[src/hdl/tcw_pkg.sv]
// ---------------------------------------------------------------------------
// tcw_pkg
// Shared types and constants for the text console character writer.
// ---------------------------------------------------------------------------
`default_nettype none

package tcw_pkg;

  // Stream field widths (fixed by the interface)
  localparam int KIND_W      = 2;
  localparam int BYTE_W      = 8;
  localparam int RROW_W      = 5;
  localparam int RCOL_W      = 7;
  localparam int CELL_W      = 16;
  localparam int IN_TDATA_W  = 24;
  localparam int OUT_TDATA_W = 32;

  // Input word kinds
  localparam logic [KIND_W-1:0] KIND_PUT   = 2'd0;
  localparam logic [KIND_W-1:0] KIND_CLEAR = 2'd1;
  localparam logic [KIND_W-1:0] KIND_READ  = 2'd2;

  // Operation codes between front and back
  localparam logic [2:0] OP_PUT   = 3'd0;
  localparam logic [2:0] OP_NL    = 3'd1;
  localparam logic [2:0] OP_CLEAR = 3'd2;
  localparam logic [2:0] OP_READ  = 3'd3;
  localparam logic [2:0] OP_NOP   = 3'd4;

  // Character codes
  localparam logic [7:0] SPACE_CH    = 8'h20;
  localparam logic [7:0] PRINT_LO    = 8'h20;
  localparam logic [7:0] PRINT_HI    = 8'h7E;
  localparam logic [7:0] NL_CH       = 8'h0A;
  localparam logic [7:0] BSLASH_CH   = 8'h5C;
  localparam logic [7:0] X_CH        = 8'h78;
  localparam logic [7:0] RESET_COLOR = 8'h06;

  typedef struct packed {
    logic [2:0]        code;
    logic [7:0]        ch;
    logic [RROW_W-1:0] row;
    logic [RCOL_W-1:0] col;
    logic              first;  // first op of an input word
    logic              last;   // last op of an input word: produces the result
  } tcw_op_t;

endpackage

`default_nettype wire

[src/hdl/tcw_front.sv]
// ---------------------------------------------------------------------------
// tcw_front
// Accepts input words, classifies them and expands escaped bytes into ops.
// ---------------------------------------------------------------------------
`default_nettype none

module tcw_front #(
  parameter int COLUMNS = 80,
  parameter int ROWS    = 25
) (
  input  wire logic                            clk,
  input  wire logic                            rst_n,
  input  wire logic                            init_done,
  input  wire logic                            in_tvalid,
  output logic                                 in_tready,
  input  wire logic [tcw_pkg::IN_TDATA_W-1:0]  in_tdata,
  input  wire logic [tcw_pkg::KIND_W-1:0]      in_tuser,
  output logic                                 op_valid,
  input  wire logic                            op_ready,
  output tcw_pkg::tcw_op_t                     op
);

  import tcw_pkg::*;

  localparam logic [7:0] DIGIT0_CH  = 8'h30;
  localparam logic [7:0] ALPHA_BASE = 8'h57;  // 'a' - 10

  function automatic logic [7:0] hex_ch(input logic [3:0] n);
    if (n < 4'd10) begin
      hex_ch = DIGIT0_CH + {4'd0, n};
    end else begin
      hex_ch = ALPHA_BASE + {4'd0, n};
    end
  endfunction

  logic [BYTE_W-1:0] byte_in;
  logic [RROW_W-1:0] read_row;
  logic [RCOL_W-1:0] read_column;
  logic              esc_act_r, esc_act_nxt;
  logic [1:0]        esc_step_r, esc_step_nxt;
  logic [7:0]        esc_byte_r, esc_byte_nxt;
  logic              accept;
  logic              is_esc;
  tcw_op_t           cls;

  assign byte_in     = in_tdata[7:0];
  assign read_row    = in_tdata[12:8];
  assign read_column = in_tdata[19:13];

  // classify the incoming word
  always_comb begin
    cls.code  = OP_NOP;
    cls.ch    = byte_in;
    cls.row   = read_row;
    cls.col   = read_column;
    cls.first = 1'b1;
    cls.last  = 1'b1;
    is_esc    = 1'b0;
    case (in_tuser)
      KIND_PUT: begin
        if (byte_in == NL_CH) begin
          cls.code = OP_NL;
        end else if (byte_in >= PRINT_LO && byte_in <= PRINT_HI) begin
          cls.code = OP_PUT;
        end else begin
          cls.code = OP_PUT;
          cls.ch   = BSLASH_CH;
          cls.last = 1'b0;
          is_esc   = 1'b1;
        end
      end
      KIND_CLEAR: cls.code = OP_CLEAR;
      KIND_READ: begin
        if (32'(read_row) < ROWS && 32'(read_column) < COLUMNS) begin
          cls.code = OP_READ;
        end
      end
      default: cls.code = OP_NOP;
    endcase
  end

  assign in_tready = !esc_act_r && init_done && op_ready;
  assign accept    = in_tvalid && in_tready;
  assign op_valid  = esc_act_r || (in_tvalid && init_done);

  // escape tail: 'x', high digit, low digit
  always_comb begin
    op = cls;
    if (esc_act_r) begin
      op.code  = OP_PUT;
      op.first = 1'b0;
      op.last  = (esc_step_r == 2'd3);
      case (esc_step_r)
        2'd1:    op.ch = X_CH;
        2'd2:    op.ch = hex_ch(esc_byte_r[7:4]);
        2'd3:    op.ch = hex_ch(esc_byte_r[3:0]);
        default: op.ch = BSLASH_CH;
      endcase
    end
  end

  always_comb begin
    esc_act_nxt  = esc_act_r;
    esc_step_nxt = esc_step_r;
    esc_byte_nxt = esc_byte_r;
    if (esc_act_r) begin
      if (op_ready) begin
        esc_step_nxt = esc_step_r + 2'd1;
        if (esc_step_r == 2'd3) begin
          esc_act_nxt = 1'b0;
        end
      end
    end else if (accept && is_esc) begin
      esc_act_nxt  = 1'b1;
      esc_step_nxt = 2'd1;
      esc_byte_nxt = byte_in;
    end
  end

  always_ff @(posedge clk) begin
    if (!rst_n) begin
      esc_act_r  <= 1'b0;
      esc_step_r <= 2'd0;
    end else begin
      esc_act_r  <= esc_act_nxt;
      esc_step_r <= esc_step_nxt;
    end
    esc_byte_r <= esc_byte_nxt;
  end

endmodule

`default_nettype wire

[config.mk]
export PLATFORM = sky130hd
export DESIGN_NAME = tcw_front
export DESIGN_NICKNAME = d
export VERILOG_FILES = /design/src/hdl/tcw_pkg.sv /design/src/hdl/tcw_front.sv
export SDC_FILE = /design/constraint.sdc
export NUM_CORES = 1
export LEC_CHECK = 0
export BUFFER_PORTS_ARGS = -buffer_cell sky130_fd_sc_hd__buf_4
export CAP_MARGIN = 5
export CORE_MARGIN = 2
export CORE_UTILIZATION = 40
export DETAILED_ROUTE_END_ITERATION = 10
export MAX_ROUTING_LAYER = met4
export PLACE_DENSITY_LB_ADDON = 0.12
export SYNTH_ARGS = -nofsm -noshare
export SYNTH_HDL_FRONTEND = slang
export SYNTH_SLANG_ARGS = --single-unit
[constraint.sdc]
create_clock -name clk -period 1.9 [get_ports clk]
set_input_delay 0.38 -clock clk [delete_from_list [all_inputs] [get_ports clk]]
set_output_delay 0.38 -clock clk [all_outputs]
set_load 0.1 [all_outputs]
* Word-level counts from Yosys, hierarchy flattened
Index checks and enable logic that the tools add are counted.
Operators by class: reduce and logical (&&, ||, !) cells 13, $lt $le $gt $ge 6, divide/modulo/power cells 0, add/sub/neg operators 5, bitwise gates (word level) 1, multipliers 0, shifts and indexed selects 0, eq/ne operators 7, muxes and demuxes 24
Operator list (number):
- $mux W8 | 5
- $pmux W8 S3 | 1
- $add A7 B4 Y8 const A | 2
- $add A6 B4 Y7 const A | 2
- $mux W1 | 11
- $mux W11 | 1
- $pmux W3 S3 | 1
- $eq A8 B4 Y1 const B | 1
- $ge A8 B6 Y1 const B | 1
- $le A8 B7 Y1 const B | 1
- $lt A4 B4 Y1 const B | 2
- $mux W2 | 4
- $logic_and A1 B1 Y1 | 7
- $lt A7 B7 Y1 const B | 1
- $eq A2 B2 Y1 const B | 3
- $lt A5 B5 Y1 const B | 1
- $eq A2 B1 Y1 const B | 2
- $reduce_and A2 Y1 | 2
- $mux W3 | 1
- $add A2 B1 Y2 const B | 1
- $logic_not A2 Y1 | 1
- $ne A2 B2 Y1 const B | 1
- $reduce_bool A2 Y1 | 1
- $logic_not A1 Y1 | 1
- 2 further kinds | 2
Word-level totals: memories kept 0, RAM bits 0, input port bits 31, logic and storage cells 59, ROM bits 0, output and inout port bits 27, bits in registers 11, bits in latches 0

* Logic depth before layout (Yosys ltp)
depth after elaboration 8, gate-level depth with buffers 6, mapped depth without buffers 6

* Worst setup path before layout
OpenSTA, ideal clock, no wires.
kind input port to output port, from input port in_tdata[0] (netlist name), to output port op[14] (netlist name), path buffers 0, arrival 3237 ps, cell stages on the path 4, data required time 1520 ps, path slack -1717 ps, cells stage by stage and4_1 > a41oi_2 > nor3_1 > o32ai_1
RTL lines:
- from (decl) | RTL line tcw_front.sv:16 | input wire logic [tcw_pkg::IN_TDATA_W-1:0] in_tdata,
- to (decl) | RTL line tcw_front.sv:20 | output tcw_pkg::tcw_op_t op

==> flow_summary.ini <==
[die]
dieArea_mm2 = 0.003070
io_pins = 58
die_height_um = 55.41
initial_core_util_pct = 42.29
rows = 18
core_mm2 = 0.002500
fp.dieW_um = 55.41

[yosys]
synth_edf_count = 8
syn-num-nets = 162
async_flop_share_pct = 0
synth.area.top_cells = edfxtp_1 (23%), buf_4 (8.5%), ha_1 (5.9%), dfxtp_1 (5.7%), a21oi_1 (4.3%)
synth_area_mm2 = 0.001057
ys_seq_elements = 11
synth_warnings = 0
synth-main-ff-cell = edfxtp_1
synth_top_area_share_pct = 22.72
syn_inst = 126
yosys-top-cells-count = buf_4 (12), nand2_1 (12), a21oi_1 (9), inv_1 (9)
synth_top_area_cell = edfxtp_1
syn_avg_cell_area_um2 = 8.391
yosysSeqAreaShare_pct = 28.40
synth_cell_types = 42

[place]
io_buffer_count = 45
dp_hpwl_mm = 2.957
routabilityCongestion = 0.8239
place_ws_ns = -0.1823

[clock_tree]
root_buffer = clkbuf_4
cts.clk_slew.worst_paths_ns = 0.10
clk_latency_ns = 0.28
h-tree-depth = 1
clk_path_buf_depth = 2
cts_tree = yes
numCtsBuffers = 3
clkSinkCount = 11

[sta]
max_freq_ghz = 0.4354
min_period_ns = 2.297
rsz0062_at_grt = yes
fin_hold_ws_ns = 0.2729
period_share_pct = 120.9
maxSlewViolCount = 0
clock_skew_ns = 0.01743
timing.final.ws_setup_ns = -0.3966
setup_viol = 10
hold_violations = 0
worst_pin_slew_ns = 0.4285
slew_headroom_pct = 71.28

[critical_path]
cp-startpoint = esc_byte_r[4]$_DFFE_PP_
worstPathMaxFanout = 3
crit_path_end = op[16]
cp-end-kind = output port
r2r-end = esc_byte_r[4]$_DFFE_PP_
reg2reg_setup_slack_ns = 0.23
r2r_cells = 5
crit_arrival_ns = 1.92
required_ns = 1.52
reg2reg_from = esc_act_r$_SDFF_PN0_
timing_worst_setup_path_type = reg2out
start_kind = register

[final_layout]
area_growth_pct = 126.4
drive_above_1_share_pct = 75.35
nFillCells = 56
post-route-util_pct = 95.75
antenna_cells = 0
fin_nets = 252

[routing]
postRouteAntennaNets = 0
num_vias = 1482
wl_mm = 5.751
dr.pass1.iters = 4
dr.first_iter.drc_count = 81
drc = 0
routedWlPerCell_um = 23.47
viasPerCell = 6.049

[global_route]
grt_max_degree = 16
track_usage_pct = 27.90
grt_overflow = 0
antenna_found_initial = 0
grt_pass1_vias = 1416
grt_pass1_wl_mm = 6.734

[pwr]
power_w = 0.0009866
p_leak_nw = 1.000
irDropWorstVdd_mv = 0.5893
power_per_cell_area_mw_per_mm2 = 412.2

[outcome]
status = complete, but fails checks
violations = negative setup slack

[min_path]
hold_class = in2reg

[flow_run]
max_cap_violations = 0
[power by group]
group | leakage [nW] | internal, W | switching, W
registers | 0.0981 | 0.000258 | 0.00000301
clock network | 0.0177 | 0.0000780 | 0.0000970
logic | 0.884 | 0.000197 | 0.000353
total | 1.00 | 0.000533 | 0.000453
[critical path, stage by stage (launching register included)]
cell and delay [ns]:
edfxtp_1 0.43, inv_1 0.08, ha_1 0.22, nand3_1 0.14
nor2_1 0.20, o21ai_1 0.15, a31oi_4 0.22, buf_12 0.20
[how the worst min path moves through the flow]
stage / startpoint / end / slack [ns] / depth (start not counted)
4_1_cts: in_tdata[3] / esc_byte_r[3]$_DFFE_PP_ / 0.30 / 1
6_report: in_tdata[3] / esc_byte_r[3]$_DFFE_PP_ / 0.27 / 1
3_3_place_gp: in_tdata[3] / esc_byte_r[3]$_DFFE_PP_ / 0.59 / 1
2_1_floorplan: in_tdata[0] / esc_byte_r[0]$_DFFE_PP_ / 0.48 / 0
3_5_place_dp: in_tdata[3] / esc_byte_r[3]$_DFFE_PP_ / 0.59 / 1
5_1_grt: in_tdata[3] / esc_byte_r[3]$_DFFE_PP_ / 0.27 / 1
[placed cells by master (no fill, tap or decap), drive strengths merged, types with 2 or more instances in the layout]
| cell type | n |
|---|---|
| clkbuf | 3 |
| nand3 | 5 |
| nand2 | 12 |
| xnor2 | 2 |
| nor3 | 2 |
| a21oi | 9 |
| buf | 99 |
| o32ai | 2 |
| o22ai | 2 |
| nor3b | 2 |
| edfxtp | 8 |
| nor2 | 9 |
| nor2b | 3 |
| o21ai | 5 |
| inv | 8 |
| ha | 5 |
| o21a | 2 |
| mux2 | 2 |
| a211oi | 2 |
| a21o | 2 |
| nand2b | 2 |
| dfxtp | 3 |
| o311ai | 2 |
| a22oi | 3 |
| a31oi | 3 |
[stage by stage]
step / instances / instance area [um^2] / TNS [ns]
floorplan: 126 / 1289 / -1.132
global placement: 219 / 1802 / -1.186
detailed placement: 219 / 1802 / -1.365
CTS: 231 / 2156 / -1.668
global route: 245 / 2394 / -2.438
finish: 245 / 2394 / -1.991
[cell type report]
class,instances,area [um^2],area share (%)
Inverter,9,40.04,1.673
Clock inverter,1,5.005,0.2091
Multi-Input combinational cell,92,1052,43.96
Sequential cell,11,306.5,12.81
Timing Repair Buffer,99,929.6,38.84
Clock buffer,3,22.52,0.9409
Tap cell,30,37.54,1.568
[routing by layer]
metal / part of all wire (%) / GRT usage [%] / up-vias
li1: - / - / 647
met1: 37 / 31.40 / 703
met2: 51 / 50.85 / 100
met3: 7.1 / 5.386 / 32
met4: 4.9 / 5.923 / 0
met5: 0 / - / -
[flip-flops by register name (all words and copies together) (netlist names)]
register / count
esc_act_r: 1
esc_byte_r: 8
esc_step_r: 2
[cell families (layout without fill, tap and decap cells)]
logic type | count (synthesis) | after routing | share of synthesized area (%)
flops | 11 | 11 | 28.40
xor+xnor | 2 | 2 | 1.657
compound gates | 42 | 42 | 28.76
fa+ha+maj | 5 | 5 | 5.917
mux | 2 | 2 | 2.130
simple gates | 41 | 41 | 20.71
buf+inv | 23 | 112 | 12.43
[timing repair]
item | in CTS | in global routing
gates resized for setup | 58 | 29
hold buffers | 0 | 0
endpoints found under the setup margin | 12 | 12
pin swaps | 13 | 15
setup buffers | 8 | 14
Note: power is estimated with default switching activity, not from simulation.
