==> config.mk <==
export PLATFORM = sky130hd
export DESIGN_NAME = tcw_opq
export DESIGN_NICKNAME = d
export VERILOG_FILES = /design/src/hdl/tcw_pkg.sv /design/src/hdl/tcw_opq.sv
export SDC_FILE = /design/constraint.sdc
export NUM_CORES = 1
export LEC_CHECK = 0
export ABC_CLOCK_PERIOD_IN_PS = 1830
export BUFFER_PORTS_ARGS = -buffer_cell sky130_fd_sc_hd__buf_2
export CAP_MARGIN = 0
export CELL_PAD_IN_SITES_DETAIL_PLACEMENT = 0
export CELL_PAD_IN_SITES_GLOBAL_PLACEMENT = 1
export CORE_MARGIN = 4
export CORE_UTILIZATION = 42
export DETAILED_ROUTE_END_ITERATION = 16
export PLACE_DENSITY_LB_ADDON = 0.1
export SKIP_LAST_GASP = 1
export SYNTH_ARGS = -nofsm -noshare
export SYNTH_HDL_FRONTEND = slang
export SYNTH_SLANG_ARGS = --single-unit
==> constraint.sdc <==
create_clock -name clk -period 1.83 [get_ports clk]
set_input_delay 0.0915 -clock clk [delete_from_list [all_inputs] [get_ports clk]]
set_output_delay 0.0915 -clock clk [all_outputs]
set_load 0.02 [all_outputs]
==> src/hdl/tcw_pkg.sv <==
// ---------------------------------------------------------------------------
// tcw_pkg
// Shared types and constants for the text console character writer.
// ---------------------------------------------------------------------------
`default_nettype none

package tcw_pkg;

  // Stream field widths (fixed by the interface)
  localparam int KIND_W      = 2;
  localparam int BYTE_W      = 8;
  localparam int RROW_W      = 5;
  localparam int RCOL_W      = 7;
  localparam int CELL_W      = 16;
  localparam int IN_TDATA_W  = 24;
  localparam int OUT_TDATA_W = 32;

  // Input word kinds
  localparam logic [KIND_W-1:0] KIND_PUT   = 2'd0;
  localparam logic [KIND_W-1:0] KIND_CLEAR = 2'd1;
  localparam logic [KIND_W-1:0] KIND_READ  = 2'd2;

  // Operation codes between front and back
  localparam logic [2:0] OP_PUT   = 3'd0;
  localparam logic [2:0] OP_NL    = 3'd1;
  localparam logic [2:0] OP_CLEAR = 3'd2;
  localparam logic [2:0] OP_READ  = 3'd3;
  localparam logic [2:0] OP_NOP   = 3'd4;

  // Character codes
  localparam logic [7:0] SPACE_CH    = 8'h20;
  localparam logic [7:0] PRINT_LO    = 8'h20;
  localparam logic [7:0] PRINT_HI    = 8'h7E;
  localparam logic [7:0] NL_CH       = 8'h0A;
  localparam logic [7:0] BSLASH_CH   = 8'h5C;
  localparam logic [7:0] X_CH        = 8'h78;
  localparam logic [7:0] RESET_COLOR = 8'h06;

  typedef struct packed {
    logic [2:0]        code;
    logic [7:0]        ch;
    logic [RROW_W-1:0] row;
    logic [RCOL_W-1:0] col;
    logic              first;  // first op of an input word
    logic              last;   // last op of an input word: produces the result
  } tcw_op_t;

endpackage

`default_nettype wire

==> src/hdl/tcw_opq.sv <==
// ---------------------------------------------------------------------------
// tcw_opq
// Two-entry op queue between front and back.
// ---------------------------------------------------------------------------
`default_nettype none

module tcw_opq (
  input  wire logic              clk,
  input  wire logic              rst_n,
  input  wire logic              wr_valid,
  output logic                   wr_ready,
  input  wire tcw_pkg::tcw_op_t  wr_op,
  output logic                   rd_valid,
  input  wire logic              rd_ready,
  output tcw_pkg::tcw_op_t       rd_op
);

  import tcw_pkg::*;

  localparam int QD = 2;
  localparam int PW = $clog2(QD);
  localparam int NW = $clog2(QD + 1);

  tcw_op_t         q_r [QD];
  logic [PW-1:0]   wp_r, rp_r;
  logic [NW-1:0]   cnt_r;
  logic            push, pop;

  assign wr_ready = (cnt_r != NW'(QD));
  assign rd_valid = (cnt_r != '0);
  assign rd_op    = q_r[rp_r];
  assign push     = wr_valid && wr_ready;
  assign pop      = rd_valid && rd_ready;

  always_ff @(posedge clk) begin
    if (!rst_n) begin
      wp_r  <= '0;
      rp_r  <= '0;
      cnt_r <= '0;
    end else begin
      if (push) begin
        wp_r <= (wp_r == PW'(QD - 1)) ? '0 : wp_r + PW'(1);
      end
      if (pop) begin
        rp_r <= (rp_r == PW'(QD - 1)) ? '0 : rp_r + PW'(1);
      end
      if (push && !pop) begin
        cnt_r <= cnt_r + NW'(1);
      end else if (pop && !push) begin
        cnt_r <= cnt_r - NW'(1);
      end
    end
    if (push) begin
      q_r[wp_r] <= wr_op;
    end
  end

endmodule

`default_nettype wire

# == Yosys cells after proc, flatten, opt, wreduce, memory -nomap -nowiden ==
# Memories as Yosys holds them, arrays and structs flattened. A register that Yosys moved wholly into a read port is not among the register bits.
# Index checks and enable logic that the tools add are counted.
# op_classes
add_sub_neg,4
eq_ne,1
mux,8
n_reduce_logical,8
# ops
op,n
1-bit two-way mux,6
1-bit logical AND,4
2-bit two-way mux,2
2-bit nonzero test,2
"1-bit adder, second input constant",2
"2-bit by 1-bit adder with 2-bit output, second input constant",1
1-bit zero test,2
"2-bit inequality test, second input constant",1
"2-bit by 1-bit subtractor with 2-bit output, second input constant",1
# word_totals
ff_bits,4
ramBits,50
wordCells,25
memories,1
# memory_table
memory,words,word_bits,rd,rd_clocked_by_memory_dff,wr,line_no,text
q_r,2,25,1,1,1,tcw_opq.sv:24,tcw_op_t q_r [QD];

# == Logic depth before layout (Yosys ltp) ==
# depth
depth_word,6
depth_mapped,6
ltp_nobuf,6

# == Least setup slack after synthesis ==
# OpenSTA, ideal clock, no wires.
# synth_timing
path_type,reg-to-reg
startpoint,register cnt_r[0]
endpoint,"memory q_r[1][0] (netlist bit), enable pin"
t_arrival_ns,1.278
t_required_ns,1.446
slack_ns,0.168
stages_incl_launch_ff,3
path_buffers,0
synth_period_minus_slack_ns,1.662
path_cell_list,dfxtp_1 -> nand2b_4 -> and3_1
# synth_via
elab_chain_len,4
# synth_rtl
element,line_no,text
start: declaration,tcw_opq.sv:26,logic [NW-1:0] cnt_r;
start signal: assignment,tcw_opq.sv:48,cnt_r <= cnt_r + NW'(1);
start signal: assignment,tcw_opq.sv:50,cnt_r <= cnt_r - NW'(1);
2-bit inequality test,tcw_opq.sv:29,assign wr_ready = (cnt_r != NW'(QD));
via wr_ready,tcw_opq.sv:11,"output logic wr_ready,"
1-bit logical AND,tcw_opq.sv:32,assign push = wr_valid && wr_ready;
1-bit two-way mux,tcw_opq.sv:53,if (push) begin
1-bit two-way mux (not written as such),tcw_opq.sv:54,q_r[wp_r] <= wr_op;
end: declaration,tcw_opq.sv:24,
# The timed path passes the listed nets, and every way through them passes these cells.

# == Worst setup path after layout ==
# layout_timing
startpoint,register cnt_r[0]
endpoint,register cnt_r[1]
# layout_via
elab_chain_len,5
# layout_rtl
element,line_no,text
2-bit inequality test (*),tcw_opq.sv:29,
1-bit logical AND (*),tcw_opq.sv:32,
via push,tcw_opq.sv:27,"logic push, pop;"
1-bit zero test,tcw_opq.sv:49,end else if (pop && !push) begin
1-bit logical AND,tcw_opq.sv:49,
2-bit nonzero test (no line),n/a,
# Mark *: on every way through the listed nets, which the timed path passes. The rest lies on a longest branch. The select of a mux whose other input is x is not followed.
# A chain may end at the register's enable or synchronous reset.

==> results.txt <==
----------------------------------------------------
[Status]
  Status ... complete, no violations

[Worst hold path]
  Hold Path Origin ... rst_n
  HP Class ... in2reg
  Capture endpoint of the worst hold path ... cnt_r[0]
  WHS Path Cells ... 2

[Job]
  Number of violations of the max-capacitance limit ... 0

[Finish]
  Number of antenna repair diodes ... 0
  Final core utilization ... 58.5%
  Post-Layout Inst Area ... 0.00277 mm²
  Synthesis-to-finish area growth ... 35.5%
  Number of nets in the final layout ... 222
  FILL cells ... 386
  Share of cells above drive strength 1 ... 49.2%

[GRT]
  Global-route wire length before repair ... 5.80 mm
  Largest net degree at the start of global routing ... 18
  Overall Global Routing Usage ... 12.5%
  Via count of the first global-routing pass ... 1,274
  Overflow left after global routing ... 0
  Antenna violations before repair ... 0

[STA]
  Final hold violation count ... 0
  Max-slew violation total from the final report ... 0
  Final worst clock skew ... 0.00879 ns
  Accumulated negative setup slack ... 0 ns
  Final min period ... 1.58 ns
  Unrepaired setup endpoints after global routing ... no
  Maximum clock frequency ... 633 MHz
  Transition time of the tightest slew-check pin ... 0.256 ns
  Setup Viol. Count Final ... 0
  Worst slew margin relative to its limit ... 82.9%
  Final clock period utilization by the worst path ... 86.3%

[Routing]
  Vias ... 1,198
  Post-route ant nets ... 0
  Detailed-route wire length ... 3.64 mm
  Average wire per cell in the routed design ... 14.0 µm
  Pre-Repair DR Iteration Count ... 2
  Remaining DRCs ... 0
  Per-cell via count in the routed design ... 4.61
  1st-iter DRT viols ... 48

[Power]
  Clock group share of total power ... 18.7%
  Leakage power of the design ... 1.06 nW
  Cell internal power dissipation ... 2.35 mW
  Fraction of power consumed by sequential logic ... 48.3%
  Switch share ... 30.8%
  Maximum vdd drop ... 0.000580 V
  Power density of the placed cells ... 1230 mW/mm²
  Comb pwr share ... 32.9%
  Net switching power ... 1.05 mW

[Logic synthesis]
  Cells after Synth ... 102
  Register bit count reported by yosys ... 55
  Warnings from Yosys ... 0
  Fraction of post-synthesis cell area in the top cell type by area ... 73.6%
  Post-synth design cell area ... 0.00204 mm²
  Mean cell area of the mapped netlist ... 20.0 µm²
  Post-synthesis cell type with the largest combined area ... edfxtp_1
  Synth unique cells ... 19
  Sequential cell area fraction in the yosys report ... 78.5%
  Synthesized net count ... 132
  Top area cells in the synthesized netlist ... edfxtp_1 74%, mux2_2 14%, dfxtp_1 4.9%, and2_1 1.2%, xnor2_1 0.86%

[Worst setup path]
  Required @ worst endpoint ... 2.06 ns
  Maximum net fanout on the critical path ... 5
  Reg2Reg Capture Point ... cnt_r[1]
  Cell family with most CP delay ... simple AND/OR/NAND/NOR gates
  Launch point of the worst path ... cnt_r[0]
  Reg2Reg Depth ... 5
  CP max-delay cell ... dfxtp_1
  Arrival time reported for the critical path endpoint ... 1.81 ns
  Register-to-register path setup slack ... 0.25 ns
  R2R Path Start ... cnt_r[0]
  Sort of element at the end of the critical path ... flop
  Number of buffer and inverter stages on the critical path ... 0
  Startpoint-to-endpoint class of the critical path ... reg2reg
  Critical path launch point type ... flop
  Peak per-stage delay on the critical path ... 0.37 ns
  Cells traversed along the worst timing path ... nand2b_4 -> and2_1 -> ha_1 -> or3_1 -> a21boi_1

[Floorplanning]
  Die area ... 0.00604 mm²
  Number of standard-cell rows in the floorplan ... 25
  Die span in y ... 77.7 µm
  Top-Level Pins ... 56
  Die width ... 77.7 µm
  CORE AREA ... 0.00472 mm²
  Initial core utilization ... 43.2%

[Clock tree]
  Clock H-tree levels ... 2
  Clock root buffer master ... clkbuf_8
  TritonCTS clock tree ... done
  Count of instances resized after the clock tree is built ... 0
  Clock latency on the worst-skew pair ... 0.30 ns
  CTS max path bufs ... 2
  Clock buffers created by TritonCTS ... 5
  Post CTS Setup Buffer Count ... 0
  Clock Sink Count ... 55
  Clk pin slew, worst setup/hold paths ... 0.08 ns

[Placement]
  Half-perimeter wire length after placement ... 2.46 mm
  Gpl congestion ... 0.790
  Number of port buffers ... 55
  Post-detailed-placement cell area ... 0.00243 mm²

----------------------------------------------------
## synth_stat cells
library cell and count:
and3_1 1, a21bo_2 1, o21ai_1 1, dfxtp_1 5, xnor2_1 2, o21ai_0 1
or2_2 1, a21boi_0 1, and2_1 4, nand2b_4 1, a21boi_1 1, mux2_2 25
inv_1 1, or3_1 1, ha_1 1, xor2_1 1, edfxtp_1 50, nand3b_1 1
buf_2 3
## repair_timing
item | 4_1_cts | 5_1_grt
endpoints found under the hold margin | 50 | 0
endpoints found under the setup margin | 0 | 0
hold buffers | 25 | 0
## routing by layer
layer / GRT usage (%) / routed length, µm
met1: 13.4 / 1490
met2: 22.2 / 1900
met4: 4.80 / 44
met5: 0 / 0
met3: 4.76 / 204
## flip-flops by register name, indices dropped and copies added, names as in the netlist, named ones only
register	cells
rp_r	1
wp_r	1
cnt_r	2
q_r	50
## cell type report
class	count	area, µm²	share of cell area, %
Sequential cell	55	1600	57.9
Tap cell	67	83.8	3.03
Timing Repair Buffer	86	571	20.6
Multi-Input combinational cell	43	420	15.2
Clock buffer	6	72.6	2.62
Inverter	1	3.75	0.136
Clock inverter	2	12.5	0.452
## cells by family (layout without fill, tap and decap cells)
logic type	count (synthesis)	after routing	share of synthesized area, %
AOI/OAI and AO/OA	5	5	1.72
muxes	25	25	13.8
adders and majority gates	1	1	0.613
xor gates and xnor gates	3	3	1.29
and+or+nand+nor	9	9	3.19
buffers and inverters	4	95	0.919
DFF	55	55	78.5
## through the flow
stage	hold WS (ns)	worst slack (ns)	instances	power, mW
after floorplan	0.190	0.168	102	2.41
after global placement	0.279	0.327	227	2.73
after detailed placement	0.283	0.261	227	2.77
after CTS	0.0377	0.240	260	3.45
after global routing	0.0499	0.167	260	3.58
final	0.0449	0.250	260	3.39
## worst max-delay path by stage
stage / endpoint / slack [ns] / depth (start not counted)
after floorplan: q_r[1][0] / 0.17 / 2
after detailed placement: cnt_r[1] / 0.26 / 5
after global placement: cnt_r[1] / 0.33 / 5
after global routing: cnt_r[1] / 0.17 / 5
after CTS: cnt_r[1] / 0.24 / 5
final: cnt_r[1] / 0.25 / 5
## power groups by stage
stage | registers [mW] | clock network, mW | logic (mW)
6_report | 1.64 | 0.636 | 1.12
3_3_place_gp | 1.66 | 0 | 1.08
5_1_grt | 1.66 | 0.714 | 1.21
3_5_place_dp | 1.67 | 0 | 1.10
2_1_floorplan | 1.65 | 0 | 0.757
4_1_cts | 1.64 | 0.665 | 1.15
## cells in the final DEF (no fill, tap or decap)
| master | Yosys | routed |
|---|---|---|
| and2_1 | 4 | 4 |
| dfxtp_1 | 5 | 5 |
| a21bo_2 | 1 | 1 |
| xnor2_1 | 2 | 2 |
| clkbuf_1 | 0 | 1 |
| edfxtp_1 | 50 | 50 |
| a21boi_0 | 1 | 1 |
| o21ai_1 | 1 | 1 |
| nand2b_4 | 1 | 1 |
| or3_1 | 1 | 1 |
| mux2_2 | 25 | 25 |
| buf_4 | 0 | 6 |
| clkbuf_8 | 0 | 5 |
| clkinv_4 | 0 | 1 |
| o21ai_0 | 1 | 1 |
| xor2_1 | 1 | 1 |
| nand3b_1 | 1 | 1 |
| and3_1 | 1 | 1 |
| dlygate4sd3_1 | 0 | 25 |
| inv_1 | 1 | 1 |
| buf_2 | 3 | 55 |
| or2_2 | 1 | 1 |
| a21boi_1 | 1 | 1 |
| ha_1 | 1 | 1 |
| clkinv_1 | 0 | 1 |
Power figures use the tool's default switching activity.
